$ cat src/sv/dqsdw_pkg.sv
// Package for the DQS delay window trainer.
// Holds the phase and command codes, the lane word constants and the word-building functions.
// No dependencies.
`default_nettype none

package dqsdw_pkg;

    localparam logic CMD_START  = 1'b0;
    localparam logic CMD_REPORT = 1'b1;

    localparam logic [15:0] LANE0_BASE = 16'h7400;
    localparam logic [15:0] LANE1_BASE = 16'h0074;

    localparam logic [4:0] UC_RESET   = 5'd7;
    localparam logic [3:0] UF_RESET   = 4'd0;
    localparam logic [3:0] LC_RESET   = 4'd6;
    localparam logic [3:0] LF_RESET   = 4'd15;
    localparam logic [4:0] UC_OVERRUN = 5'd16;
    localparam logic [4:0] TRIAL_MAX  = 5'd15;
    localparam logic [4:0] UP_START   = 5'd7;
    localparam logic [4:0] DOWN_START = 5'd6;
    localparam logic [4:0] FINE_TOP   = 5'd15;
    localparam logic [3:0] BOUND_REF  = 4'd8;
    localparam logic [4:0] MID_CARRY  = 5'd16;
    localparam logic [4:0] MID_ADJUST = 5'd8;

    typedef enum logic [5:0] {
        PH_IDLE = 6'b000001,
        PH_MAXC = 6'b000010,
        PH_MAXF = 6'b000100,
        PH_MINC = 6'b001000,
        PH_MINF = 6'b010000,
        PH_DONE = 6'b100000
    } phase_t;

    typedef struct packed {
        logic        lane_now;
        logic        done_res;
        logic [15:0] delay_word;
    } result_t;

    function automatic logic [3:0] bound_of(input logic [3:0] reading);
        if (reading <= BOUND_REF)
        begin
            return BOUND_REF - reading;
        end
        return 4'd0;
    endfunction

    function automatic logic [15:0] lane_word(input logic lane, input logic [4:0] coarse,
                                              input logic [4:0] fine);
        logic [23:0] w;
        if (lane)
        begin
            w = 24'(LANE1_BASE) | (24'(coarse) << 12) | (24'(fine) << 8);
        end
        else
        begin
            w = 24'(LANE0_BASE) | (24'(coarse) << 4) | 24'(fine);
        end
        return w[15:0];
    endfunction

    // Midpoint of one lane: coarse in the upper five bits, fine in the lower five.
    function automatic logic [9:0] lane_mid(input logic [4:0] uc, input logic [3:0] lc,
                                            input logic [3:0] uf, input logic [3:0] lf);
        logic [5:0] sc;
        logic [4:0] fsum;
        logic [4:0] tmp;
        logic [4:0] c;
        logic [4:0] f;
        sc   = 6'(uc) + 6'(lc);
        fsum = 5'(uf) + 5'(lf);
        tmp  = {2'b00, sc[0], 2'b00} + {1'b0, fsum[4:1]};
        c    = sc[5:1];
        f    = tmp;
        if (tmp >= MID_CARRY)
        begin
            c = c + 5'd1;
            f = tmp - MID_ADJUST;
        end
        return {c, f};
    endfunction

    function automatic logic [15:0] final_word(input logic [9:0] mid0, input logic [9:0] mid1);
        logic [23:0] w;
        w = (24'(mid1[9:5]) << 12) | (24'(mid1[4:0]) << 8) | (24'(mid0[9:5]) << 4)
            | 24'(mid0[4:0]);
        return w[15:0];
    endfunction

endpackage

`default_nettype wire

$ cat src/sv/dqs_delay_window_trainer_top.sv
// DQS delay window trainer: search sequencer for two byte lanes and a two-entry output buffer.
// Depends on dqsdw_pkg.
// Each accepted item's result is registered in the output buffer and offered on the master side.
// Throughput: one item per cycle; the two-entry output buffer keeps input open while one result
// waits, and input stalls only when both entries are full.
// Reset: rst_n clears the search state to its idle values and empties the output buffer.
`default_nettype none

module dqs_delay_window_trainer_top
(
    input  wire logic        clk,
    input  wire logic        rst_n,
    input  wire logic        s_tvalid,
    output logic             s_tready,
    input  wire logic [15:0] s_tdata,   // dll_coarse[3:0], dll_fine[7:4], passed[8], zeros
    input  wire logic        s_tuser,   // command[0]
    output logic             m_tvalid,
    input  wire logic        m_tready,
    output logic [15:0]      m_tdata,   // delay_word[15:0]
    output logic [1:0]       m_tuser    // done_res[0], lane_now[1]
);
    import dqsdw_pkg::*;

    logic [4:0] uc_reg [2];
    logic [4:0] uc_next [2];
    logic [3:0] uf_reg [2];
    logic [3:0] uf_next [2];
    logic [3:0] lc_reg [2];
    logic [3:0] lc_next [2];
    logic [3:0] lf_reg [2];
    logic [3:0] lf_next [2];
    logic [4:0] trial_reg;
    logic [4:0] trial_next;
    phase_t     phase_reg;
    phase_t     phase_next;
    logic       lane_reg;
    logic       lane_next;
    logic [3:0] cbound_reg;
    logic [3:0] cbound_next;
    logic [3:0] fbound_reg;
    logic [3:0] fbound_next;

    result_t    head_reg;
    result_t    head_next;
    result_t    tail_reg;
    result_t    tail_next;
    logic       head_valid_reg;
    logic       head_valid_next;
    logic       tail_valid_reg;
    logic       tail_valid_next;
    result_t    result;

    logic       accept;
    logic       pop;
    logic       ok;
    logic [4:0] t_dec;

    assign accept = s_tvalid && s_tready;
    assign pop    = m_tvalid && m_tready;
    assign ok     = s_tdata[8];
    assign t_dec  = trial_reg - 5'd1;

    always_comb
    begin
        uc_next     = uc_reg;
        uf_next     = uf_reg;
        lc_next     = lc_reg;
        lf_next     = lf_reg;
        trial_next  = trial_reg;
        phase_next  = phase_reg;
        lane_next   = lane_reg;
        cbound_next = cbound_reg;
        fbound_next = fbound_reg;
        if (accept)
        begin
            if (s_tuser == CMD_START)
            begin
                uc_next     = '{UC_RESET, UC_RESET};
                uf_next     = '{UF_RESET, UF_RESET};
                lc_next     = '{LC_RESET, LC_RESET};
                lf_next     = '{LF_RESET, LF_RESET};
                cbound_next = bound_of(s_tdata[3:0]);
                fbound_next = bound_of(s_tdata[7:4]);
                lane_next   = 1'b0;
                phase_next  = PH_MAXC;
                trial_next  = UP_START;
            end
            else
            begin
                case (phase_reg)
                    PH_MAXC:
                    begin
                        if (!ok || trial_reg >= TRIAL_MAX)
                        begin
                            uc_next[lane_reg] = ok ? UC_OVERRUN : trial_reg;
                            phase_next        = PH_MAXF;
                            trial_next        = 5'd0;
                        end
                        else
                        begin
                            trial_next = trial_reg + 5'd1;
                        end
                    end
                    PH_MAXF:
                    begin
                        if (ok && trial_reg < TRIAL_MAX)
                        begin
                            trial_next = trial_reg + 5'd1;
                        end
                        else
                        begin
                            if (!ok && trial_reg == 5'd0)
                            begin
                                uc_next[lane_reg] = uc_reg[lane_reg] - 5'd1;
                                uf_next[lane_reg] = 4'd15;
                            end
                            else if (!ok)
                            begin
                                uf_next[lane_reg] = t_dec[3:0];
                            end
                            else
                            begin
                                uf_next[lane_reg] = 4'd15;
                            end
                            phase_next = PH_MINC;
                            trial_next = DOWN_START;
                        end
                    end
                    PH_MINC:
                    begin
                        if (!ok || trial_reg == 5'(cbound_reg) || trial_reg == 5'd0)
                        begin
                            lc_next[lane_reg] = trial_reg[3:0];
                            phase_next        = PH_MINF;
                            trial_next        = FINE_TOP;
                        end
                        else if (t_dec >= 5'(cbound_reg))
                        begin
                            trial_next = t_dec;
                        end
                        else
                        begin
                            lc_next[lane_reg] = t_dec[3:0];
                            phase_next        = PH_MINF;
                            trial_next        = FINE_TOP;
                        end
                    end
                    PH_MINF:
                    begin
                        if (ok && trial_reg != 5'(fbound_reg) && trial_reg != 5'd0
                            && t_dec >= 5'(fbound_reg))
                        begin
                            trial_next = t_dec;
                        end
                        else
                        begin
                            if (!ok && trial_reg == FINE_TOP)
                            begin
                                lc_next[lane_reg] = lc_reg[lane_reg] + 4'd1;
                                lf_next[lane_reg] = 4'd0;
                            end
                            else if (!ok)
                            begin
                                lf_next[lane_reg] = trial_reg[3:0] + 4'd1;
                            end
                            else if (trial_reg == 5'(fbound_reg) || trial_reg == 5'd0)
                            begin
                                lf_next[lane_reg] = trial_reg[3:0];
                            end
                            else
                            begin
                                lf_next[lane_reg] = t_dec[3:0];
                            end
                            if (!lane_reg)
                            begin
                                lane_next  = 1'b1;
                                phase_next = PH_MAXC;
                                trial_next = UP_START;
                            end
                            else
                            begin
                                phase_next = PH_DONE;
                            end
                        end
                    end
                    default:
                    begin
                        phase_next = phase_reg;
                    end
                endcase
            end
        end
    end

    always_comb
    begin
        result = '0;
        case (phase_next)
            PH_DONE:
            begin
                result.delay_word = final_word(lane_mid(uc_next[0], lc_next[0], uf_next[0],
                                                        lf_next[0]),
                                               lane_mid(uc_next[1], lc_next[1], uf_next[1],
                                                        lf_next[1]));
                result.done_res   = 1'b1;
            end
            PH_MAXC:
            begin
                result.delay_word = lane_word(lane_next, trial_next, 5'd15);
                result.lane_now   = lane_next;
            end
            PH_MAXF:
            begin
                result.delay_word = lane_word(lane_next, uc_next[lane_next], trial_next);
                result.lane_now   = lane_next;
            end
            PH_MINC:
            begin
                result.delay_word = lane_word(lane_next, trial_next, 5'd0);
                result.lane_now   = lane_next;
            end
            PH_MINF:
            begin
                result.delay_word = lane_word(lane_next, 5'(lc_next[lane_next]), trial_next);
                result.lane_now   = lane_next;
            end
            default:
            begin
                result = '0;
            end
        endcase
    end

    always_comb
    begin
        head_next       = head_reg;
        tail_next       = tail_reg;
        head_valid_next = head_valid_reg;
        tail_valid_next = tail_valid_reg;
        if (pop)
        begin
            if (tail_valid_reg)
            begin
                head_next       = tail_reg;
                tail_valid_next = 1'b0;
            end
            else
            begin
                head_valid_next = 1'b0;
            end
        end
        if (accept)
        begin
            if (!head_valid_next)
            begin
                head_next       = result;
                head_valid_next = 1'b1;
            end
            else
            begin
                tail_next       = result;
                tail_valid_next = 1'b1;
            end
        end
    end

    always_ff @(posedge clk or negedge rst_n)
    begin
        if (!rst_n)
        begin
            uc_reg         <= '{UC_RESET, UC_RESET};
            uf_reg         <= '{UF_RESET, UF_RESET};
            lc_reg         <= '{LC_RESET, LC_RESET};
            lf_reg         <= '{LF_RESET, LF_RESET};
            trial_reg      <= 5'd0;
            phase_reg      <= PH_IDLE;
            lane_reg       <= 1'b0;
            cbound_reg     <= 4'd0;
            fbound_reg     <= 4'd0;
            head_valid_reg <= 1'b0;
            tail_valid_reg <= 1'b0;
        end
        else
        begin
            uc_reg         <= uc_next;
            uf_reg         <= uf_next;
            lc_reg         <= lc_next;
            lf_reg         <= lf_next;
            trial_reg      <= trial_next;
            phase_reg      <= phase_next;
            lane_reg       <= lane_next;
            cbound_reg     <= cbound_next;
            fbound_reg     <= fbound_next;
            head_valid_reg <= head_valid_next;
            tail_valid_reg <= tail_valid_next;
        end
    end

    always_ff @(posedge clk)
    begin
        head_reg <= head_next;
        tail_reg <= tail_next;
    end

    assign s_tready = !tail_valid_reg;
    assign m_tvalid = head_valid_reg;
    assign m_tdata  = head_reg.delay_word;
    assign m_tuser  = {head_reg.lane_now, head_reg.done_res};

    a_tail_needs_head: assert property (@(posedge clk) disable iff (!rst_n)
        tail_valid_reg |-> head_valid_reg)
        else $error("Output buffer holds a second entry without a first.");

    a_accept_gives_result: assert property (@(posedge clk) disable iff (!rst_n)
        accept |=> m_tvalid)
        else $error("Accepted item produced no result.");

    a_done_on_lane_zero: assert property (@(posedge clk) disable iff (!rst_n)
        (m_tvalid && head_reg.done_res) |-> !head_reg.lane_now)
        else $error("Final word reported with a nonzero lane.");

    a_lane_one_active: assert property (@(posedge clk) disable iff (!rst_n)
        lane_reg |-> (phase_reg != PH_IDLE))
        else $error("Second lane selected while idle.");

endmodule

`default_nettype wire
$ cat config.mk
export PLATFORM = sky130hd
export DESIGN_NAME = dqs_delay_window_trainer_top
export DESIGN_NICKNAME = d
export VERILOG_FILES = /design/src/sv/dqsdw_pkg.sv /design/src/sv/dqs_delay_window_trainer_top.sv
export SDC_FILE = /design/constraint.sdc
export NUM_CORES = 1
export LEC_CHECK = 0
export BUFFER_PORTS_ARGS = -buffer_cell sky130_fd_sc_hd__buf_4
export CORE_MARGIN = 10
export CORE_UTILIZATION = 55
export CTS_BUF_LIST = sky130_fd_sc_hd__clkbuf_16
export CTS_CLUSTER_SIZE = 10
export DETAILED_ROUTE_END_ITERATION = 16
export PLACE_DENSITY = 0.73
export SLEW_MARGIN = 0
export SYNTH_ARGS = -nofsm -noshare
export SYNTH_HDL_FRONTEND = slang
export SYNTH_SLANG_ARGS = --single-unit
$ cat constraint.sdc
create_clock -name clk -period 10.12 [get_ports clk]
set_clock_uncertainty 0.1 [all_clocks]
set_input_delay 1.012 -clock clk [delete_from_list [all_inputs] [get_ports clk]]
set_output_delay 1.012 -clock clk [all_outputs]
set_load 0.1 [all_outputs]
Word-level counts from Yosys, hierarchy flattened
Index checks and enable logic that the tools add are counted.
{"block": "word_totals", "latch_bits": 0, "ramBits": 0, "output_inout_bits": 20, "rom_bits": 0, "elab_cells": 204, "register_bits": 92, "memories": 0}
{"block": "op_classes", "shift": 0, "n_addsub": 17, "reduce_logical": 20, "div_mod_pow": 0, "bitwise": 13, "eq_ne": 13, "mul": 0, "muxes": 109, "n_lt_le_gt_ge": 11}
{"cell": "$mux W8", "n": 19}
{"cell": "$mux W5", "n": 22}
{"cell": "$pmux W16 S5", "n": 1}
{"cell": "$mux W18", "n": 4}
{"cell": "$mux W16", "n": 4}
{"cell": "$bwmux W8", "n": 7}
{"cell": "$mux W4", "n": 13}
{"cell": "$mux W10", "n": 5}
{"cell": "$mux W6", "n": 8}
{"cell": "$or A16 B13 Y16", "n": 3}
{"cell": "$or A15 B5 Y15", "n": 2}
{"cell": "$pmux W6 S4", "n": 1}
{"cell": "$bwmux W10", "n": 2}
{"cell": "$pmux W10 S2", "n": 1}
{"cell": "$pmux W5 S4", "n": 1}
{"cell": "$mux W1", "n": 18}
{"cell": "$or A16 B5 Y16", "n": 1}
{"cell": "$or A16 B9 Y16", "n": 1}
{"cell": "$pmux W8 S2", "n": 1}
{"cell": "$add A4 B1 Y4 const B", "n": 3}
{"cell": "$eq A6 B2 Y1 const B", "n": 2}
{"cell": "$eq A6 B3 Y1 const B", "n": 2}
{"cell": "$eq A6 B4 Y1 const B", "n": 2}
{"cell": "$eq A6 B5 Y1 const B", "n": 2}
{"cell": "33 further kinds", "n": 58}

Logic depth before layout (Yosys ltp)
{"block": "depth", "word_depth": 24, "mapped_depth": 25}

Worst setup path after synthesis
OpenSTA, ideal clock, no wires.
{"block": "synth_timing", "kind": "register -> register", "start": "register trial_reg[0]", "end": "register tail_reg[8] (netlist bit), data pin", "period_less_slack_ps": 5325, "path_slack_ps": 4795, "stages_incl_launch_ff": 26, "t_arrival_ps": 4962, "path_cell_list": "dfrtp_1 -> buf_1 -> inv_1 -> ha_1 -> buf_2 -> xor2_1 -> ha_1 -> o21ai_0 -> o211ai_1 -> buf_2 -> a211oi_2 -> nor2_1 -> o21ai_0 -> o21a_1 -> ha_1 -> a31o_2 -> a21oi_1 -> xnor2_1 -> ha_1 -> ha_1 -> and3_1 -> a211oi_1 -> or2_2 -> a21oi_1 -> a211oi_1 -> nand2_1"}
{"element": "start, declared", "line": "dqs_delay_window_trainer_top.sv:32", "source": "logic [4:0] trial_reg;"}
{"element": "start signal, assigned", "line": "dqs_delay_window_trainer_top.sv:289", "source": "trial_reg <= trial_next;"}
{"element": "end signal, assigned", "line": "dqs_delay_window_trainer_top.sv:302", "source": "tail_reg <= tail_next;"}
{"element": "end, declared", "line": "dqs_delay_window_trainer_top.sv:45", "source": "result_t tail_reg;"}

==> impl_metrics.ini <==
[power_and_ir_drop]
switchingPower_mw = 1.517
peakVddDrop_v = 0.0001894
comb_power_share_pct = 62.7
netSwitchingFraction_pct = 53.07
seqPwrFrac_pct = 23.6
leakagePower_nw = 3.260
p_int_mw = 1.342
powerDensity_nw_per_um2 = 357.9
clkPwrFrac_pct = 13.7
power_mw = 2.860

[sta]
setup_tns_ps = 0
finalHoldViolCount = 0
tightest_slew_ps = 1017
fin_crit_ps = 6707
grt_setup_unrepaired = false
fmax_ghz = 0.1491
slew_headroom_pct = 31.29
setup_violations = 0
period_share_pct = 66.27
finalMaxSlewViolations = 0

[setup_path]
cpMaxStageDelayCell = dfrtp_1
cp-end-kind = flip-flop
worstPathCellList = inv_1 > ha_1 > xor2_1 > ha_1 > o21ai_0 > o211ai_1 > buf_4 > a211oi_2 > mux2i_1 > a21oi_1 > ha_1 > a21o_1 > a21oi_1 > xnor2_1 > ha_1 > ha_1 > nand4_1 > xor2_1 > xnor2_1 > nor2_1 > a21oi_1 > a21oi_1
critPathKind = reg2reg
critPathMaxFanout = 15
crit_top_cell = ha_1
cp_data_arrival_time_ps = 6720
required_ps = 10130
cp-start-kind = flip-flop
cpPeakStageDelay_ps = 870

[drt]
vias_per_cell = 6.784
drc_errors = 0
drt-pass1-iter-count = 6
drt-initial-drc-count = 1023
vias = 7320
detail_route.wirelength_mm = 24.79
drtAntennaViolNets = 0
wl_per_cell_um = 22.97

[die]
die_h_um = 135.2
floorplan.die_area_um2 = 18290
die_w_um = 135.2
rows = 42
coreArea_um2 = 13140
top_level_ports = 41
initial_core_util_pct = 55.60

[yosys]
synth_cells = 893
ys_types = 91
async_flop_share_pct = 60.87
synth-edff-count = 18
synth_nets = 955
avgSynthCellArea_um2 = 8.180
ys_seq_area_share_pct = 31.84
ys_ff_latch = 92
syn-cell-area_um2 = 7305
yosysWarnings = 0
synthFlopType = dfrtp_1

[cells_and_area]
register_area_um2 = 2326
final_nets = 960
layout-drive-gt1-share_pct = 12.18
syn_to_final_growth_pct = 9.387
multi_input_area_um2 = 4571
largest_reg_flops = 18
n_antenna_cell = 0
fillers = 1173
utilization_pct = 60.82

[place]
dp_hpwl_mm = 18.34
place_congestion = 0.9804
io_buffer_count = 33

[global_routing]
grt-ovfl-total = 0
grt_usage_pct = 27.15
grt_pass1_wl_mm = 39.27
antenna_found_initial = 0
grt_pass1_vias = 6996
grt_max_degree = 57

[clock_tree]
worstSkewPairLatency_ps = 360
postCtsSetupBuffers = 0
ctsResizeCount = 0
clk_pin_slew_worst_paths_ps = 80
cts_max_path_buffers = 2
cts_hold_buffers = 0
cts_sinks = 92
cts_buffers = 9
root_buffer = clkbuf_16
htreeDepth = 3
tritoncts = built

[hold_path]
hold_path_class = reg2reg

[job]
max_cap_violations = 0

[status]
status = finished clean
## per-layer routing
metal	part of all wire, %	up-vias	GRT usage (%)	routed length, µm
met5	0	-	0	0
met2	45	379	41.59	11100
li1	-	3305	-	-
met4	4.3	0	13.04	1066
met3	8.0	78	4.525	1988
met1	43	3558	36.41	10630
## placed cells by master (no fill, tap or decap), drive strengths merged, types with 19 or more instances in the layout
cell type | synthesis | final
ha | 37 | 37
inv | 51 | 54
nor2 | 72 | 72
dfrtp | 37 | 37
xnor2 | 28 | 28
nand3 | 19 | 19
dfstp | 19 | 19
buf | 15 | 45
a31oi | 22 | 22
a211oi | 20 | 20
nor3 | 21 | 21
nand2 | 106 | 106
o21ai | 70 | 70
a21oi | 68 | 68
## critical path, delay by kind of cell, from the launching register on
family          cells  cell delay (ps)
simple gates        2              270
fa+ha+maj           5             1540
mux                 1              150
xor+xnor            4             1120
compound gates      8             1880
flops               1              870
buf+inv             2              500
## cell families after synthesis
family          share of synthesized area (%)
flops                                   31.84
simple gates                            20.20
compound gates                          27.92
buf+inv                                 5.618
mux                                     2.672
fa+ha+maj                               7.434
xor+xnor                                4.317
## per-stage QoR
step	instance area, µm²	setup WS, ps	hold WS, ps	instances
CTS	7990	3532	388.8	1079
global placement	7650	3743	367.1	1063
floorplan	7305	4795	352.6	893
global route	7990	3057	422.6	1079
finish	7990	3413	385.7	1079
detailed placement	7650	3613	374.5	1063
## power by group through the flow
| stage | registers, mW | clock network (mW) | logic, mW |
|---|---|---|---|
| after global placement | 0.669 | 0 | 1.71 |
| after global routing | 0.690 | 0.411 | 1.94 |
| after detailed placement | 0.676 | 0 | 1.75 |
| after CTS | 0.669 | 0.395 | 1.77 |
| after floorplan | 0.883 | 0 | 1.08 |
| final | 0.675 | 0.393 | 1.79 |
## Yosys cell counts, drive strengths merged (19+ instances only)
cell	number	share of area [%]
inv	51	2.6
dfstp	19	6.8
ha	37	6.3
a21oi	68	4.7
clkbuf	36	1.8
o21ai	70	4.8
nor2	72	3.7
nand3	19	1.3
nor3	21	1.5
a31oi	22	2.1
nand2	106	5.5
dfrtp	37	13
a211oi	20	2.2
xnor2	28	3.4
## final timing paths
check	startpoint	cells after the start	end	slack [ps]
max	trial_reg[0]	22	tail_reg[15]	3410
max reg2reg	trial_reg[0]	22	tail_reg[15]	3410
max in group asynchronous	rst_n	1	cbound_reg[0]	8760
min in group asynchronous	rst_n	1	lc_reg[0]	600
min reg2reg	m_tuser[0]	2	m_tuser[0]	390
min	m_tuser[0]	2	m_tuser[0]	390
## area by class of cell
cell class	count	share of cell area, %
Tap cell	176	2.756
Sequential cell	92	29.11
Timing Repair Buffer	45	4.228
Inverter	52	2.443
Multi-Input combinational cell	698	57.20
Clock inverter	7	1.441
Clock buffer	9	2.819
Note: power is estimated with default switching activity, not from simulation.
